$ cat src/design/lrps_pkg.sv
// Shared constants, control types and pattern tables for the LED ring pattern scaler.
package lrps_pkg;

  localparam int PATTERN_COUNT = 11;
  localparam int RING_SIZE     = 8;
  localparam int CURVE_STEPS   = 13;

  localparam int ROM_PATTERNS  = 11;
  localparam int ROM_CURVE     = 13;

  localparam int LANE_W        = $clog2(RING_SIZE);
  localparam int LAST_PAT      = (PATTERN_COUNT < ROM_PATTERNS ? PATTERN_COUNT : ROM_PATTERNS) - 1;
  localparam int LAST_STEP     = (CURVE_STEPS < ROM_CURVE ? CURVE_STEPS : ROM_CURVE) - 1;

  // Field widths
  localparam int PAT_NUM_W = 8;
  localparam int ROT_W     = 3;
  localparam int BRIGHT_W  = 4;
  localparam int FADE_W    = 8;
  localparam int STEP_W    = 7;
  localparam int CH_W      = 4;
  localparam int PWM_W     = 8;
  localparam int SEL_W     = 4;

  // Shared multiplier
  localparam int MUL_A_W   = 15;
  localparam int MUL_B_W   = 13;
  localparam int MUL_P_W   = MUL_A_W + MUL_B_W;
  localparam int PCT_W     = 7;
  localparam int WGT_W     = 6;

  // x / 100 == (x * 5243) >> 19 for every x up to 25500
  localparam logic [MUL_B_W-1:0] RECIP_100 = 13'd5243;
  localparam int                 RECIP_SH  = 19;

  localparam logic [WGT_W-1:0] WGT_MAX  = 6'd50;
  localparam logic [PCT_W-1:0] FULL_PCT = 7'd100;

  localparam logic [STEP_W-1:0] FADE_STEP_RST = 7'd10;

  // Shared unit operations
  localparam logic [2:0] OP_PROD = 3'd0; // fade_amount * fade_step
  localparam logic [2:0] OP_LP   = 3'd1; // led byte * curve percent
  localparam logic [2:0] OP_DIV  = 3'd2; // acc / 100
  localparam logic [2:0] OP_WGT  = 3'd3; // acc * ring weight
  localparam logic [2:0] OP_DIV2 = 3'd4; // acc / 50

  typedef struct packed {
    logic       en;
    logic [2:0] op;
  } lrps_ctl_t;

  function automatic logic [PCT_W-1:0] curve_pct(input logic [BRIGHT_W-1:0] step);
    logic [PCT_W-1:0] p;
    case (step)
      4'd0:    p = 7'd0;
      4'd1:    p = 7'd7;
      4'd2:    p = 7'd8;
      4'd3:    p = 7'd10;
      4'd4:    p = 7'd15;
      4'd5:    p = 7'd20;
      4'd6:    p = 7'd30;
      4'd7:    p = 7'd40;
      4'd8:    p = 7'd50;
      4'd9:    p = 7'd60;
      4'd10:   p = 7'd70;
      4'd11:   p = 7'd80;
      4'd12:   p = 7'd100;
      default: p = 7'd100;
    endcase
    return p;
  endfunction

  function automatic logic pattern_turns(input logic [SEL_W-1:0] pat);
    logic t;
    case (pat)
      4'd5, 4'd6, 4'd7, 4'd8, 4'd9, 4'd10: t = 1'b1;
      default:                             t = 1'b0;
    endcase
    return t;
  endfunction

  // Bytes run position 0 to 7 from the left of each row
  function automatic logic [PWM_W-1:0] rom_byte(input logic [SEL_W-1:0] pat,
                                                input logic             outer,
                                                input logic [2:0]       idx);
    logic [63:0] inner_row;
    logic [63:0] outer_row;
    logic [63:0] row;
    case (pat)
      4'd0: begin
        inner_row = 64'hFFFF_FFFF_FFFF_FFFF; outer_row = 64'hFFFF_FFFF_FFFF_FFFF;
      end
      4'd1: begin
        inner_row = 64'hFFFF_FFFF_FFFF_FFFF; outer_row = 64'h7F7F_7F7F_7F7F_7F7F;
      end
      4'd2: begin
        inner_row = 64'hFFFF_FFFF_FFFF_FFFF; outer_row = 64'h0000_0000_0000_0000;
      end
      4'd3: begin
        inner_row = 64'h2020_2020_2020_2020; outer_row = 64'hFFFF_FFFF_FFFF_FFFF;
      end
      4'd4: begin
        inner_row = 64'h0000_0000_0000_0000; outer_row = 64'hFFFF_FFFF_FFFF_FFFF;
      end
      4'd5: begin
        inner_row = 64'hFF00_FF00_FF00_FF00; outer_row = 64'hFF00_FF00_FF00_FF00;
      end
      4'd6: begin
        inner_row = 64'hFFFF_0000_FFFF_0000; outer_row = 64'hFFFF_0000_FFFF_0000;
      end
      4'd7: begin
        inner_row = 64'hFF00_0000_FF00_0000; outer_row = 64'hFF00_0000_FF00_0000;
      end
      4'd8: begin
        inner_row = 64'hFF00_0000_0000_0000; outer_row = 64'hFF00_0000_0000_0000;
      end
      4'd9: begin
        inner_row = 64'hFFFF_0000_0000_0000; outer_row = 64'hFFFF_0000_0000_0000;
      end
      4'd10: begin
        inner_row = 64'hFFFF_FFFF_0000_0000; outer_row = 64'hFFFF_FFFF_0000_0000;
      end
      default: begin
        inner_row = 64'h0; outer_row = 64'h0;
      end
    endcase
    row = outer ? outer_row : inner_row;
    return row[63 - 8*idx -: 8];
  endfunction

endpackage

$ cat src/design/lrps_if.sv
// Request, result and configuration channel interfaces.
interface lrps_in_if;
  logic                             valid;
  logic                             ready;
  logic [lrps_pkg::PAT_NUM_W-1:0]   pattern_number;
  logic [lrps_pkg::ROT_W-1:0]       rotation;
  logic [lrps_pkg::BRIGHT_W-1:0]    bright_step;
  logic [lrps_pkg::FADE_W-1:0]      fade_amount;

  modport source(output valid, pattern_number, rotation, bright_step, fade_amount,
                 input ready);
  modport sink(input valid, pattern_number, rotation, bright_step, fade_amount,
               output ready);
endinterface

interface lrps_out_if;
  logic                          valid;
  logic                          ready;
  logic [lrps_pkg::CH_W-1:0]     channel;
  logic [lrps_pkg::PWM_W-1:0]    pwm_target;
  logic [lrps_pkg::SEL_W-1:0]    chosen_pattern;
  logic                          last;

  modport source(output valid, channel, pwm_target, chosen_pattern, last, input ready);
  modport sink(input valid, channel, pwm_target, chosen_pattern, last, output ready);
endinterface

interface lrps_cfg_if;
  logic                          valid;
  logic                          ready;
  logic [lrps_pkg::STEP_W-1:0]   fade_step;

  modport source(output valid, fade_step, input ready);
  modport sink(input valid, fade_step, output ready);
endinterface

$ cat src/design/lrps_scale_unit.sv
// Shared multiplier with accumulator: weight product, scaling and divides by 100 and 50.
module lrps_scale_unit (
  input  logic                               clk,
  input  lrps_pkg::lrps_ctl_t                ctl,
  input  logic [lrps_pkg::FADE_W-1:0]        fade_amount,
  input  logic [lrps_pkg::STEP_W-1:0]        fade_step,
  input  logic [lrps_pkg::PWM_W-1:0]         led,
  input  logic [lrps_pkg::PCT_W-1:0]         pct,
  input  logic [lrps_pkg::WGT_W-1:0]         weight,
  output logic [lrps_pkg::MUL_A_W-1:0]       acc,
  output logic [lrps_pkg::MUL_A_W-1:0]       res
);

  logic [lrps_pkg::MUL_A_W-1:0] acc_r;
  logic [lrps_pkg::MUL_A_W-1:0] op_a;
  logic [lrps_pkg::MUL_B_W-1:0] op_b;
  logic [lrps_pkg::MUL_P_W-1:0] prod;
  logic [lrps_pkg::MUL_P_W-1:0] prod_sh;

  always_comb begin
    case (ctl.op)
      lrps_pkg::OP_PROD: begin
        op_a = lrps_pkg::MUL_A_W'(fade_amount);
        op_b = lrps_pkg::MUL_B_W'(fade_step);
      end
      lrps_pkg::OP_LP: begin
        op_a = lrps_pkg::MUL_A_W'(led);
        op_b = lrps_pkg::MUL_B_W'(pct);
      end
      lrps_pkg::OP_DIV: begin
        op_a = acc_r;
        op_b = lrps_pkg::RECIP_100;
      end
      lrps_pkg::OP_WGT: begin
        op_a = acc_r;
        op_b = lrps_pkg::MUL_B_W'(weight);
      end
      lrps_pkg::OP_DIV2: begin
        // x / 50 == 2x / 100
        op_a = {acc_r[lrps_pkg::MUL_A_W-2:0], 1'b0};
        op_b = lrps_pkg::RECIP_100;
      end
      default: begin
        op_a = acc_r;
        op_b = '0;
      end
    endcase
  end

  assign prod    = lrps_pkg::MUL_P_W'(op_a) * lrps_pkg::MUL_P_W'(op_b);
  assign prod_sh = prod >> lrps_pkg::RECIP_SH;

  always_comb begin
    case (ctl.op)
      lrps_pkg::OP_DIV, lrps_pkg::OP_DIV2: res = prod_sh[lrps_pkg::MUL_A_W-1:0];
      default:                             res = prod[lrps_pkg::MUL_A_W-1:0];
    endcase
  end

  always_ff @(posedge clk) begin
    if (ctl.en) begin
      acc_r <= res;
    end
  end

  assign acc = acc_r;

endmodule

$ cat src/design/led_ring_pattern_scaler.sv
// Top level of the LED ring pattern scaler: sequencer, ring weights and result register.
//
// A request picks one of eleven built-in patterns (numbers past the last pick the last)
// and yields sixteen PWM targets, inner 0, outer 0, inner 1, outer 1 and so on, each the
// pattern byte scaled by the brightness-curve percent and by its ring's fade weight.
// Every request runs through one shared multiplier: acceptance forms fade_amount times
// fade_step, state ST_WGT turns that into the two ring weights, and then each target takes
// four multiplier passes (byte times percent, divide by 100, times weight, divide by 50).
// A result that waits on out_ch.ready holds the sequencer until it is taken. in_ch.ready is
// high only between requests, but the next request may be taken while the final result
// of the previous one is still waiting. cfg_ch.ready is always high; fade_step resets to 10.
module led_ring_pattern_scaler (
  input  logic             clk,
  input  logic             rst_n,
  lrps_in_if.sink          in_ch,
  lrps_out_if.source       out_ch,
  lrps_cfg_if.sink         cfg_ch
);

  localparam logic [1:0] ST_IDLE = 2'd0;
  localparam logic [1:0] ST_WGT  = 2'd1;
  localparam logic [1:0] ST_RUN  = 2'd2;

  localparam int SUM_W = lrps_pkg::LANE_W + 1;

  logic [1:0]                         state_r, state_nxt;
  logic [1:0]                         phase_r, phase_nxt;
  logic [lrps_pkg::LANE_W-1:0]        lane_r, lane_nxt;
  logic                               ring_r, ring_nxt;
  logic [lrps_pkg::STEP_W-1:0]        fade_step_r;
  logic [lrps_pkg::SEL_W-1:0]         sel_r;
  logic [lrps_pkg::ROT_W-1:0]         rot_r;
  logic                               turns_r;
  logic [lrps_pkg::PCT_W-1:0]         pct_r;
  logic [lrps_pkg::WGT_W-1:0]         w_in_r;
  logic [lrps_pkg::WGT_W-1:0]         w_out_r;

  logic                               out_valid_r;
  logic [lrps_pkg::CH_W-1:0]          out_channel_r;
  logic [lrps_pkg::PWM_W-1:0]         out_pwm_r;
  logic [lrps_pkg::SEL_W-1:0]         out_sel_r;
  logic                               out_last_r;

  logic                               in_acc;
  logic                               slot_free;
  logic                               emit;
  logic                               lane_last;
  logic [lrps_pkg::SEL_W-1:0]         sel_in;
  logic [lrps_pkg::BRIGHT_W-1:0]      bright_clamped;
  logic [SUM_W-1:0]                   rot_sum;
  logic [lrps_pkg::LANE_W-1:0]        pos;
  logic [lrps_pkg::PWM_W-1:0]         led;
  logic [lrps_pkg::WGT_W-1:0]         weight;
  logic [lrps_pkg::MUL_A_W-1:0]       acc;
  logic [lrps_pkg::MUL_A_W-1:0]       res;
  logic [lrps_pkg::MUL_A_W-1:0]       diff;
  logic [lrps_pkg::WGT_W-1:0]         w_in_nxt;
  logic [lrps_pkg::WGT_W-1:0]         w_out_nxt;
  lrps_pkg::lrps_ctl_t                ctl;

  assign in_ch.ready  = (state_r == ST_IDLE);
  assign in_acc       = in_ch.valid && in_ch.ready;
  assign cfg_ch.ready = 1'b1;

  assign sel_in = (in_ch.pattern_number > lrps_pkg::PAT_NUM_W'(lrps_pkg::LAST_PAT)) ?
                  lrps_pkg::SEL_W'(lrps_pkg::LAST_PAT) :
                  in_ch.pattern_number[lrps_pkg::SEL_W-1:0];
  assign bright_clamped = (in_ch.bright_step > lrps_pkg::BRIGHT_W'(lrps_pkg::LAST_STEP)) ?
                          lrps_pkg::BRIGHT_W'(lrps_pkg::LAST_STEP) : in_ch.bright_step;

  // rotating patterns read lane + rotation around the ring
  assign rot_sum = SUM_W'(lane_r) + SUM_W'(rot_r);
  assign pos     = turns_r ? lrps_pkg::LANE_W'(rot_sum % lrps_pkg::RING_SIZE) : lane_r;
  assign led     = lrps_pkg::rom_byte(sel_r, ring_r, 3'(pos));
  assign weight  = ring_r ? w_out_r : w_in_r;

  assign slot_free = !out_valid_r || out_ch.ready;
  assign emit      = (state_r == ST_RUN) && (phase_r == 2'd3) && slot_free;
  assign lane_last = (lane_r == lrps_pkg::LANE_W'(lrps_pkg::RING_SIZE - 1));

  always_comb begin
    ctl.en = 1'b0;
    ctl.op = lrps_pkg::OP_PROD;
    case (state_r)
      ST_IDLE: begin
        ctl.en = in_acc;
        ctl.op = lrps_pkg::OP_PROD;
      end
      ST_RUN: begin
        ctl.en = (phase_r != 2'd3) || slot_free;
        case (phase_r)
          2'd0:    ctl.op = lrps_pkg::OP_LP;
          2'd1:    ctl.op = lrps_pkg::OP_DIV;
          2'd2:    ctl.op = lrps_pkg::OP_WGT;
          default: ctl.op = lrps_pkg::OP_DIV2;
        endcase
      end
      default: begin
        ctl.en = 1'b0;
        ctl.op = lrps_pkg::OP_PROD;
      end
    endcase
  end

  lrps_scale_unit u_scale (
    .clk         (clk),
    .ctl         (ctl),
    .fade_amount (in_ch.fade_amount),
    .fade_step   (fade_step_r),
    .led         (led),
    .pct         (pct_r),
    .weight      (weight),
    .acc         (acc),
    .res         (res)
  );

  // ring weights from the fade product held in acc
  assign diff      = lrps_pkg::MUL_A_W'(lrps_pkg::FULL_PCT) - acc;
  assign w_in_nxt  = (acc > lrps_pkg::MUL_A_W'(lrps_pkg::WGT_MAX)) ?
                     lrps_pkg::WGT_MAX : acc[lrps_pkg::WGT_W-1:0];
  assign w_out_nxt = (acc > lrps_pkg::MUL_A_W'(lrps_pkg::FULL_PCT)) ? lrps_pkg::WGT_MAX :
                     (diff > lrps_pkg::MUL_A_W'(lrps_pkg::WGT_MAX)) ? lrps_pkg::WGT_MAX :
                     diff[lrps_pkg::WGT_W-1:0];

  always_comb begin
    state_nxt = state_r;
    phase_nxt = phase_r;
    lane_nxt  = lane_r;
    ring_nxt  = ring_r;
    case (state_r)
      ST_IDLE: begin
        if (in_acc) begin
          state_nxt = ST_WGT;
        end
      end
      ST_WGT: begin
        state_nxt = ST_RUN;
        phase_nxt = 2'd0;
        lane_nxt  = '0;
        ring_nxt  = 1'b0;
      end
      ST_RUN: begin
        if (phase_r != 2'd3) begin
          phase_nxt = phase_r + 2'd1;
        end else if (slot_free) begin
          phase_nxt = 2'd0;
          if (!ring_r) begin
            ring_nxt = 1'b1;
          end else begin
            ring_nxt = 1'b0;
            lane_nxt = lane_r + 1'b1;
            if (lane_last) begin
              state_nxt = ST_IDLE;
            end
          end
        end
      end
      default: begin
        state_nxt = ST_IDLE;
      end
    endcase
  end

  always_ff @(posedge clk) begin
    if (!rst_n) begin
      state_r     <= ST_IDLE;
      phase_r     <= 2'd0;
      lane_r      <= '0;
      ring_r      <= 1'b0;
      fade_step_r <= lrps_pkg::FADE_STEP_RST;
      sel_r       <= '0;
      out_valid_r <= 1'b0;
    end else begin
      state_r <= state_nxt;
      phase_r <= phase_nxt;
      lane_r  <= lane_nxt;
      ring_r  <= ring_nxt;
      if (cfg_ch.valid && cfg_ch.ready) begin
        fade_step_r <= cfg_ch.fade_step;
      end
      if (in_acc) begin
        sel_r <= sel_in;
      end
      if (emit) begin
        out_valid_r <= 1'b1;
      end else if (out_ch.ready) begin
        out_valid_r <= 1'b0;
      end
    end
  end

  always_ff @(posedge clk) begin
    if (in_acc) begin
      rot_r   <= in_ch.rotation;
      turns_r <= lrps_pkg::pattern_turns(sel_in);
      pct_r   <= lrps_pkg::curve_pct(bright_clamped);
    end
    if (state_r == ST_WGT) begin
      w_in_r  <= w_in_nxt;
      w_out_r <= w_out_nxt;
    end
    if (emit) begin
      out_channel_r <= ring_r ? lrps_pkg::CH_W'(lane_r) + lrps_pkg::CH_W'(lrps_pkg::RING_SIZE)
                              : lrps_pkg::CH_W'(lane_r);
      out_pwm_r     <= res[lrps_pkg::PWM_W-1:0];
      out_sel_r     <= sel_r;
      out_last_r    <= ring_r && lane_last;
    end
  end

  assign out_ch.valid          = out_valid_r;
  assign out_ch.channel        = out_channel_r;
  assign out_ch.pwm_target     = out_pwm_r;
  assign out_ch.chosen_pattern = out_sel_r;
  assign out_ch.last           = out_last_r;

endmodule

$ cat src/flat_wrapper.sv
// flat-port wrapper written by rule: the top's interface ports become plain ports
module led_ring_pattern_scaler_flat 
  (clk, rst_n, in_ch_valid, in_ch_pattern_number, in_ch_rotation, in_ch_bright_step, in_ch_fade_amount, in_ch_ready, out_ch_valid, out_ch_channel, out_ch_pwm_target, out_ch_chosen_pattern, out_ch_last, out_ch_ready, cfg_ch_valid, cfg_ch_fade_step, cfg_ch_ready);
  lrps_in_if in_ch_i ();
  lrps_out_if out_ch_i ();
  lrps_cfg_if cfg_ch_i ();
  input  logic clk;
  input  logic rst_n;
  input wire logic [$bits(in_ch_i.valid)-1:0] in_ch_valid;
  input wire logic [$bits(in_ch_i.pattern_number)-1:0] in_ch_pattern_number;
  input wire logic [$bits(in_ch_i.rotation)-1:0] in_ch_rotation;
  input wire logic [$bits(in_ch_i.bright_step)-1:0] in_ch_bright_step;
  input wire logic [$bits(in_ch_i.fade_amount)-1:0] in_ch_fade_amount;
  output wire logic [$bits(in_ch_i.ready)-1:0] in_ch_ready;
  output wire logic [$bits(out_ch_i.valid)-1:0] out_ch_valid;
  output wire logic [$bits(out_ch_i.channel)-1:0] out_ch_channel;
  output wire logic [$bits(out_ch_i.pwm_target)-1:0] out_ch_pwm_target;
  output wire logic [$bits(out_ch_i.chosen_pattern)-1:0] out_ch_chosen_pattern;
  output wire logic [$bits(out_ch_i.last)-1:0] out_ch_last;
  input wire logic [$bits(out_ch_i.ready)-1:0] out_ch_ready;
  input wire logic [$bits(cfg_ch_i.valid)-1:0] cfg_ch_valid;
  input wire logic [$bits(cfg_ch_i.fade_step)-1:0] cfg_ch_fade_step;
  output wire logic [$bits(cfg_ch_i.ready)-1:0] cfg_ch_ready;
  assign in_ch_i.valid = in_ch_valid;
  assign in_ch_i.pattern_number = in_ch_pattern_number;
  assign in_ch_i.rotation = in_ch_rotation;
  assign in_ch_i.bright_step = in_ch_bright_step;
  assign in_ch_i.fade_amount = in_ch_fade_amount;
  assign in_ch_ready = in_ch_i.ready;
  assign out_ch_valid = out_ch_i.valid;
  assign out_ch_channel = out_ch_i.channel;
  assign out_ch_pwm_target = out_ch_i.pwm_target;
  assign out_ch_chosen_pattern = out_ch_i.chosen_pattern;
  assign out_ch_last = out_ch_i.last;
  assign out_ch_i.ready = out_ch_ready;
  assign cfg_ch_i.valid = cfg_ch_valid;
  assign cfg_ch_i.fade_step = cfg_ch_fade_step;
  assign cfg_ch_ready = cfg_ch_i.ready;
  led_ring_pattern_scaler u_core (.clk(clk), .rst_n(rst_n), .in_ch(in_ch_i), .out_ch(out_ch_i), .cfg_ch(cfg_ch_i));
endmodule
$ cat config.mk
export PLATFORM = sky130hd
export DESIGN_NAME = led_ring_pattern_scaler_flat
export DESIGN_NICKNAME = d
export VERILOG_FILES = /design/src/design/lrps_pkg.sv /design/src/design/lrps_if.sv /design/src/design/lrps_scale_unit.sv /design/src/design/led_ring_pattern_scaler.sv /design/src/flat_wrapper.sv
export SDC_FILE = /design/constraint.sdc
export NUM_CORES = 1
export LEC_CHECK = 0
export ABC_AREA = 1
export BUFFER_PORTS_ARGS = -buffer_cell sky130_fd_sc_hd__buf_2
export CORE_MARGIN = 2
export CORE_UTILIZATION = 45
export CTS_CLUSTER_DIAMETER = 30
export DETAILED_ROUTE_END_ITERATION = 6
export HOLD_SLACK_MARGIN = 0.15
export PLACE_DENSITY = 0.65
export SETUP_SLACK_MARGIN = 0.05
export SLEW_MARGIN = 20
export SYNTH_ARGS = -nofsm -noshare
export SYNTH_HDL_FRONTEND = slang
export SYNTH_SLANG_ARGS = --single-unit
$ cat constraint.sdc
create_clock -name clk -period 12.3 [get_ports clk]
set_input_delay 1.23 -clock clk [delete_from_list [all_inputs] [get_ports clk]]
set_output_delay 1.23 -clock clk [all_outputs]
set_load 0.01 [all_outputs]
==> impl_metrics.yaml <==
floorplanning:
  die_h_um: 159
  fp-row-count: 56
  placeableCoreArea_um2: 23500
  num_io_pins: 55
  die_x_um: 159
  floorplan.die_area_um2: 25300
  start_util_pct: 46.0
detailed_routing:
  drtAntennaViolNets: 0
  drt_iter0_markers: 609
  viasPerCell: 5.07
  num_vias: 8864
  drc: 0
  wire_per_inst_um: 15.5
  drt_wl_total_mm: 27.1
  first_pass_iters: 5
sta:
  finalSetupViolCount: 0
  setup_tns_ps: 0
  worst_slack_ps: 5190
  drv_slew: 0
  grt_setup_unrepaired: "false"
  hold_viol_final: 0
  post-route-period-util_pct: 57.8
  relSlewSlack_pct: 26.8
  max_freq_mhz: 141
  skew_ps: 16.3
  worstMarginPinSlew_ps: 1100
  period_minus_slack_ps: 7110
clock_network:
  cts-buffers-inserted: 9
  cts_htree_levels: 3
  root_buffer: "clkbuf_16"
  postCtsSetupBuffers: 0
  cts_resized: 0
  cts_tree: "done"
  ctsHoldBuffers: 0
  cts_buffer_depth: 2
  path_clk_slew_ps: 80
  numClockSinks: 107
  clock_latency_ps: 360
placement:
  dp_slack_ps: 5260
  io_buffers: 53
  dpl_cell_area_um2: 11300
  dp_hpwl_mm: 22.4
  dpl.cell_count: 1731
  gp_congestion: 0.904
cells_and_area:
  fill_cells: 2334
  fin_cells: 1747
  register_area_um2: 2690
  multi_input_area_um2: 6850
  fin_area_um2: 11600
  diodes: 0
  finalNetCount: 1679
  area_growth_pct: 7.25
  layout-drive-gt1-share_pct: 9.10
yosys:
  yosys.area.top_type: "fa_1"
  synthCells: 1382
  synth_edf_count: 55
  synth_top_area_share_pct: 15.7
  ys_seq_elements: 107
  async_flop_share_pct: 0
  syn-num-nets: 1638
  synth_cell_types: 49
  yosysMostFrequentCell: "nand2_1"
  synth_area_um2: 10800
  ys_top_cells_by_area: "fa_1 16%, ha_1 16%, edfxtp_1 15%, nand2_1 10%, inv_1 9.6%"
  synth_top_flop_cell: "edfxtp_1"
  synth_commonest_cells: "296 x nand2_1, 278 x inv_1, 136 x ha_1, 132 x nor2_1, 85 x fa_1"
  ys_seq_area_share_pct: 24.9
  syn_area_per_cell_um2: 7.83
  ys_warn_count: 0
global_route:
  grt_pass1_vias: 8804
  grt_pass1_wl_mm: 44.9
  track_usage_pct: 22.0
  grtUsageMet1_pct: 30.3
  grt-ovfl-total: 0
  grt_max_degree: 29
  use_met3_pct: 3.13
  gr-usage-met2_pct: 37.1
  antenna_found_initial: 0
  grt_busiest_layer: "met2"
status:
  outcome: "completed"
critical_path:
  cp-start-kind: "flip-flop"
  critPathKind: "reg2reg"
  crit_path_end_kind: "flip-flop"
  cp_data_arrival_time_ps: 7210
  worst-path-max-fanout: 19
  cp.required_ps: 12400
run:
  cap_violations: 0
min_path:
  hp-class: "reg2reg"
==> final timing paths <==
kind                                   from                                   endpoint  depth (start not counted)  slack, ps
max reg2reg  u_core.state_r[0]$_SDFFE_PN0P_            u_core.u_scale.acc[1]$_DFFE_PP_                         27       5190
min            u_core.sel_r[0]$_SDFFE_PN0P_  u_core.out_ch.chosen_pattern[0]$_DFFE_PP_                          0        440
min reg2reg    u_core.sel_r[0]$_SDFFE_PN0P_  u_core.out_ch.chosen_pattern[0]$_DFFE_PP_                          0        440
max          u_core.state_r[0]$_SDFFE_PN0P_            u_core.u_scale.acc[1]$_DFFE_PP_                         27       5190
==> layout by cell type (no fill, tap or decap), types with 3 or more instances in the layout <==
master | netlist | final
xor2_1 | 6 | 6
fa_1 | 85 | 85
or2_1 | 4 | 4
o22ai_1 | 8 | 8
ha_1 | 136 | 136
o21ai_0 | 58 | 58
clkbuf_16 | 0 | 9
inv_2 | 7 | 7
dfxtp_1 | 52 | 52
inv_1 | 278 | 278
nor3_1 | 9 | 9
o211ai_1 | 7 | 7
buf_2 | 9 | 53
nand3_1 | 63 | 63
o21ai_1 | 5 | 5
a22oi_1 | 5 | 5
and2_1 | 4 | 4
nand3b_1 | 3 | 3
nand4_1 | 19 | 19
a21oi_1 | 53 | 53
o21bai_1 | 5 | 5
inv_4 | 3 | 3
a211oi_1 | 6 | 6
nand2_1 | 296 | 296
nor2_1 | 132 | 132
nand2_2 | 24 | 24
edfxtp_1 | 55 | 55
nor2_2 | 9 | 9
==> worst max-delay path, stage by stage, from the launching register on <==
cell and delay [ps]:
dfxtp_1 360, inv_1 110, ha_1 340, o21ai_2 210, nor2_1 90, inv_2 210, nand2_4 220, a211oi_2 950
nor2_1 150, fa_1 580, inv_1 60, fa_1 540, inv_1 50, fa_1 500, inv_1 50, fa_1 470
inv_1 50, fa_1 520, ha_1 400, nand2_1 120, nor2_1 150, nand2_1 70, o211ai_1 150, nand2_1 130
nand2_1 90, nand2_1 50, nand3_1 110, nand2_1 90
==> layer usage <==
metal  part of all wire (%)  vias up
met5                      0        -
met4                    1.2        0
met3                    5.5       28
met2                     48      265
met1                     45     4149
li1                       -     4422
==> kinds of logic (layout without fill, tap and decap cells) <==
| kind of cell | after synthesis | after routing | share of synthesized area (%) |
|---|---|---|---|
| and+or+nand+nor | 574 | 574 | 22.9 |
| AOI/OAI and AO/OA | 157 | 157 | 8.35 |
| other | 1 | 1 | 0.0346 |
| buffers and inverters | 315 | 361 | 11.8 |
| xor gates and xnor gates | 7 | 7 | 0.566 |
| adders and majority gates | 221 | 221 | 31.4 |
| DFF | 107 | 107 | 24.9 |
==> layout make-up <==
| type | count | share of cell area [%] |
|---|---|---|
| Clock buffer | 10 | 1.97 |
| Clock inverter | 6 | 0.485 |
| Inverter | 290 | 9.45 |
| Multi-Input combinational cell | 960 | 59.0 |
| Sequential cell | 107 | 23.2 |
| Tap cell | 319 | 3.44 |
| Timing Repair Buffer | 55 | 2.41 |
==> through the flow <==
stage                     utilization (%)  hold slack, ps
after floorplan                         -             403
after global placement               48.1             412
after detailed placement             48.1             411
after CTS                            49.3             431
after global routing                 49.3             444
final                                49.3             437
Power is not shown: default switching activity piles up to over one toggle a cycle in this logic, so the estimate is an artifact.
